--- config.mk ---
export PLATFORM = sky130hd
export DESIGN_NAME = cpsp_mac
export DESIGN_NICKNAME = d
export VERILOG_FILES = /design/src/rtl/core/cpsp_pkg.sv /design/src/rtl/core/cpsp_mac.sv
export SDC_FILE = /design/constraint.sdc
export NUM_CORES = 2
export LEC_CHECK = 0
export ABC_CLOCK_PERIOD_IN_PS = 13450
export BUFFER_PORTS_ARGS = -buffer_cell sky130_fd_sc_hd__buf_4
export CAP_MARGIN = 20
export CORE_MARGIN = 8
export CORE_UTILIZATION = 45
export DETAILED_ROUTE_END_ITERATION = 7
export GPL_TIMING_DRIVEN = 0
export SLEW_MARGIN = 20
export SYNTH_ARGS = -nofsm -noshare
export SYNTH_HDL_FRONTEND = slang
export SYNTH_SLANG_ARGS = --single-unit
--- constraint.sdc ---
create_clock -name clock -period 13.45 [get_ports clock]
set_input_delay 4.035 -clock clock [delete_from_list [all_inputs] [get_ports clock]]
set_output_delay 4.035 -clock clock [all_outputs]
set_load 0.02 [all_outputs]
--- src/rtl/core/cpsp_pkg.sv ---
// Package for the cascaded position/speed PID controller.
// Holds the shared widths, fixed-point constants, register indexes and the
// control struct that steps the shared multiply-accumulate unit.
package cpsp_pkg;

   // Fixed-point and storage widths.
   localparam int GAIN_FRAC_BITS = 12;
   localparam int SUM_WIDTH      = 48;
   localparam int GAIN_W         = 16;
   localparam int LIMIT_W        = 7;
   localparam int DELTA_W        = 16;
   localparam int POS_W          = 32;
   localparam int OERR_W         = POS_W + 1;
   localparam int IERR_W         = 32;
   localparam int DIFF_W         = OERR_W + 1;
   localparam int OPND_W         = (SUM_WIDTH > DIFF_W) ? SUM_WIDTH : DIFF_W;
   localparam int PROD_W         = OPND_W + GAIN_W + 1;
   localparam int ACC_W          = 64;
   localparam int PROD_BOUND_EXP = 61;

   // Register file.
   localparam int CSR_ADDR_W = 5;
   localparam int CSR_DATA_W = 32;
   localparam int CSR_IDX_W  = 3;

   localparam logic [CSR_IDX_W-1:0] REG_OUTER_KP = 3'd0;
   localparam logic [CSR_IDX_W-1:0] REG_OUTER_KI = 3'd1;
   localparam logic [CSR_IDX_W-1:0] REG_OUTER_KD = 3'd2;
   localparam logic [CSR_IDX_W-1:0] REG_INNER_KP = 3'd3;
   localparam logic [CSR_IDX_W-1:0] REG_INNER_KI = 3'd4;
   localparam logic [CSR_IDX_W-1:0] REG_INNER_KD = 3'd5;
   localparam logic [CSR_IDX_W-1:0] REG_LIMIT    = 3'd6;

   localparam logic [GAIN_W-1:0]  RST_OUTER_KP = 16'd1638;
   localparam logic [GAIN_W-1:0]  RST_OUTER_KI = 16'd0;
   localparam logic [GAIN_W-1:0]  RST_OUTER_KD = 16'd819;
   localparam logic [GAIN_W-1:0]  RST_INNER_KP = 16'd4096;
   localparam logic [GAIN_W-1:0]  RST_INNER_KI = 16'd2458;
   localparam logic [GAIN_W-1:0]  RST_INNER_KD = 16'd0;
   localparam logic [LIMIT_W-1:0] RST_LIMIT    = 7'd100;

   // Control of the shared multiply-accumulate unit.
   typedef struct packed {
      logic clear;   // zero the accumulator
      logic load;    // capture a new product
      logic accum;   // add the saturated product to the accumulator
   } mac_ctrl_type;

endpackage

--- src/rtl/core/cpsp_mac.sv ---
// Shared multiply-accumulate unit of the cascaded PID controller.
// One signed-by-unsigned product per cycle while load is set, saturated to +/-2^61 and summed.
// Depends on cpsp_pkg.
module cpsp_mac (
   input  logic                                clock,
   input  cpsp_pkg::mac_ctrl_type              ctrl,
   input  logic signed [cpsp_pkg::OPND_W-1:0]  operand,
   input  logic        [cpsp_pkg::GAIN_W-1:0]  gain,
   output logic signed [cpsp_pkg::ACC_W-1:0]   acc
);
   import cpsp_pkg::*;

   localparam logic signed [PROD_W-1:0] BOUND_POS = PROD_W'(1) << PROD_BOUND_EXP;
   localparam logic signed [PROD_W-1:0] BOUND_NEG = -BOUND_POS;

   logic signed [PROD_W-1:0] mul_res;
   logic signed [PROD_W-1:0] prod_ff;
   logic signed [PROD_W-1:0] prod_sat;
   logic signed [ACC_W-1:0]  acc_ff;

   assign mul_res = operand * $signed({1'b0, gain});

   always_comb begin
      if (prod_ff > BOUND_POS) begin
         prod_sat = BOUND_POS;
      end else if (prod_ff < BOUND_NEG) begin
         prod_sat = BOUND_NEG;
      end else begin
         prod_sat = prod_ff;
      end
   end

   always_ff @(posedge clock) begin
      if (ctrl.load) begin
         prod_ff <= mul_res;
      end
      if (ctrl.clear) begin
         acc_ff <= '0;
      end else if (ctrl.accum) begin
         acc_ff <= acc_ff + prod_sat[ACC_W-1:0];
      end
   end

   assign acc = acc_ff;

endmodule

==> impl_metrics.toml <==
[cells_and_area]
drive_above_1_share_pct = 5.284
syn_to_final_growth_pct = 7.928
n_fill_cell = 7437
multi_input_area_sq_um = 27530
fin_nets = 5069
regArea_sq_um = 3233

[synth]
synth_common_cells = "inv_1, fa_1, nand2_1, and2_1, ha_1"
synth_cell_type_count = 88
yosys.area.top_type = "fa_1"
yosysWarnings = 0
syn_area_per_cell_sq_um = 8.789
synthArstFlopShare_pct = 0
netlist.area_leader.share_pct = 41.28
ys_seq_area_share_pct = 9.337
synth_edf_count = 65
synth_seq_cells = 129
netlist_area_sq_um = 34630
synth_most_common_cell = "inv_1"
netlist_instances = 3940
synth_ff_type = "edfxtp_1"
synth_area_leaders = "fa_1, inv_1, ha_1"
syn_nets = 4934

[cts]
cts_max_level = 4
clock_sinks = 129
post-cts-setup-buffer-count = 0
cts_resized = 0
insertion_delay_ns = 0.44
cts-buffers-inserted = 17
cts.clk_slew.worst_paths_ns = 0.06
clockBufferDepth = 2
ctsHoldBuffers = 0
cts_tree = "done"
cts_root_buffer = "clkbuf_16"

[drt]
ant_nets = 0
avgViaCountPerCell = 5.220
route.detailed.drc = 0
avgRoutedWirePerCell_microns = 20.83
drt_iter0_drc = 2037
drt-total-wl_microns = 106700
dr.pass1.iters = 6
via_count = 26738

[placed_design]
gp_congestion = 0.9204
io_buffers = 114
pre_cts_ws_ns = 1.721
dp_hpwl_microns = 89980

[global_routing]
grt_max_degree = 66
grt_first_pass_wirelength_microns = 165600
grt_remaining_overflow = 0
grt_usage_pct = 24.98
grt_pass1_vias = 27858
antenna_found_initial = 4

[die]
die-area_sq_um = 86080
die_h_microns = 293.4
core_area_sq_um = 76080
io_pins = 132
die_x_microns = 293.4
start_util_pct = 45.52
row_count = 101

[critical_path]
worst_setup_path_start_kind = "primary input"
ff2ff_setup_slack_ns = 8.10
critPathRequiredTime_ns = 13.63
worstPathMaxFanout = 11
criticalPathCategory = "in -> reg"
cp-end-kind = "flip-flop"
worstPathArrival_ns = 11.50

[timing]
fin_crit_sh_pct = 84.17
min_period_ns = 11.32
max_slew_margin_pct = 22.15
worst_slack_ns = 2.129
final_hold_viol_count = 0
worstMarginPinSlew_ns = 1.168
skew_ns = 0.01152
fmax_mhz = 88.33
finalMaxSlewViolations = 0
rsz0062_at_grt = "false"
fin_tns_setup_ns = 0
setup_viol_count_final = 0

[min_path]
hold_class = "reg -> reg"

[outcome]
outcome = "finished, final reports clean"

[run]
cap_violations = 0
==> registers in the layout (all words and copies together), names as in the netlist <==
name     flops
prod_ff     65
acc         64
==> cells by family after synthesis <==
| group | synth area share (%) |
|---|---|
| AND/OR/NAND/NOR | 17.73 |
| buffers and inverters | 11.16 |
| adder cells (fa/ha/maj) | 48.94 |
| AO/OA/AOI/OAI | 8.593 |
| flip-flops | 9.337 |
| XOR/XNOR | 2.959 |
| multiplexers | 1.279 |
==> routing by layer <==
metal	GRT usage [%]	part of all wire, %	vias up
met5	0	0	-
met4	7.698	3.0	0
met3	5.132	7.9	138
met2	40.03	45	1000
met1	33.99	44	13319
li1	-	-	12281
==> path summary, 6_finish.rpt <==
check	start	endpoint	cells past startpoint
max	gain[2]	prod_ff[46]	23
min	acc[61]	acc[61]	2
max reg2reg	prod_ff[8]	acc[49]	19
min reg2reg	acc[61]	acc[61]	2
==> through the flow <==
step	hold slack [ns]	instance area (sq um)	util (%)	instances
floorplan	0.5365	34630	-	3940
global placement	0.4655	36770	48.34	5084
detailed placement	0.4732	36800	48.37	5086
CTS	0.4821	37360	49.11	5118
global route	0.5159	37360	49.11	5118
finish	0.4824	37370	49.13	5122
==> cells in the final DEF, fill, tap and decap left out, drive strengths merged, types with 7 or more instances in the layout <==
cell | synthesis | final
and3 | 13 | 13
o2111ai | 7 | 7
nand3 | 26 | 26
nor4 | 19 | 19
and2 | 383 | 383
o21bai | 33 | 33
a31oi | 17 | 17
inv | 824 | 834
dfxtp | 64 | 64
xor2 | 38 | 38
ha | 212 | 212
clkbuf | 163 | 180
a21oi | 148 | 148
nor2 | 135 | 135
o31ai | 8 | 8
nor2b | 14 | 14
nand4 | 33 | 33
xnor2 | 79 | 79
edfxtp | 65 | 65
nor3 | 29 | 29
nand2b | 14 | 14
nand2 | 578 | 578
o211ai | 14 | 14
o21a | 9 | 9
a21o | 68 | 68
buf | 27 | 143
fa | 714 | 714
mux2i | 42 | 42
o21ai | 81 | 81
a211oi | 16 | 16
or3 | 8 | 8
==> area by class of cell <==
type / instances / share of cell area (%)
diodes: 4 / 0.02678
inverters: 824 / 8.276
well taps: 1030 / 3.448
plain buffers: 190 / 2.072
clock inverters: 15 / 0.3716
repair buffers: 116 / 2.350
multi-input cells: 2797 / 73.67
clock buffers: 17 / 1.138
flip-flops and latches: 129 / 8.651
==> critical path, stage by stage <==
cell       delay, ns
clkbuf_1        0.81
clkbuf_1        0.55
nand2_1         0.17
fa_1            0.54
fa_1            0.53
fa_1            0.52
inv_1           0.07
fa_1            0.49
fa_1            0.49
inv_1           0.05
fa_1            0.51
inv_1           0.06
ha_1            0.36
a21oi_1         0.14
o21ai_0         0.14
a211o_1         0.25
a21oi_1         0.37
nor4b_1         0.16
o2111ai_1       0.33
a21oi_1         0.12
o21ai_0         0.38
nor2b_1         0.33
xnor2_1         0.09
Power is left out: the tool's default activity adds up to more than one toggle a clock period on the data nets, which glitch-free logic cannot reach.
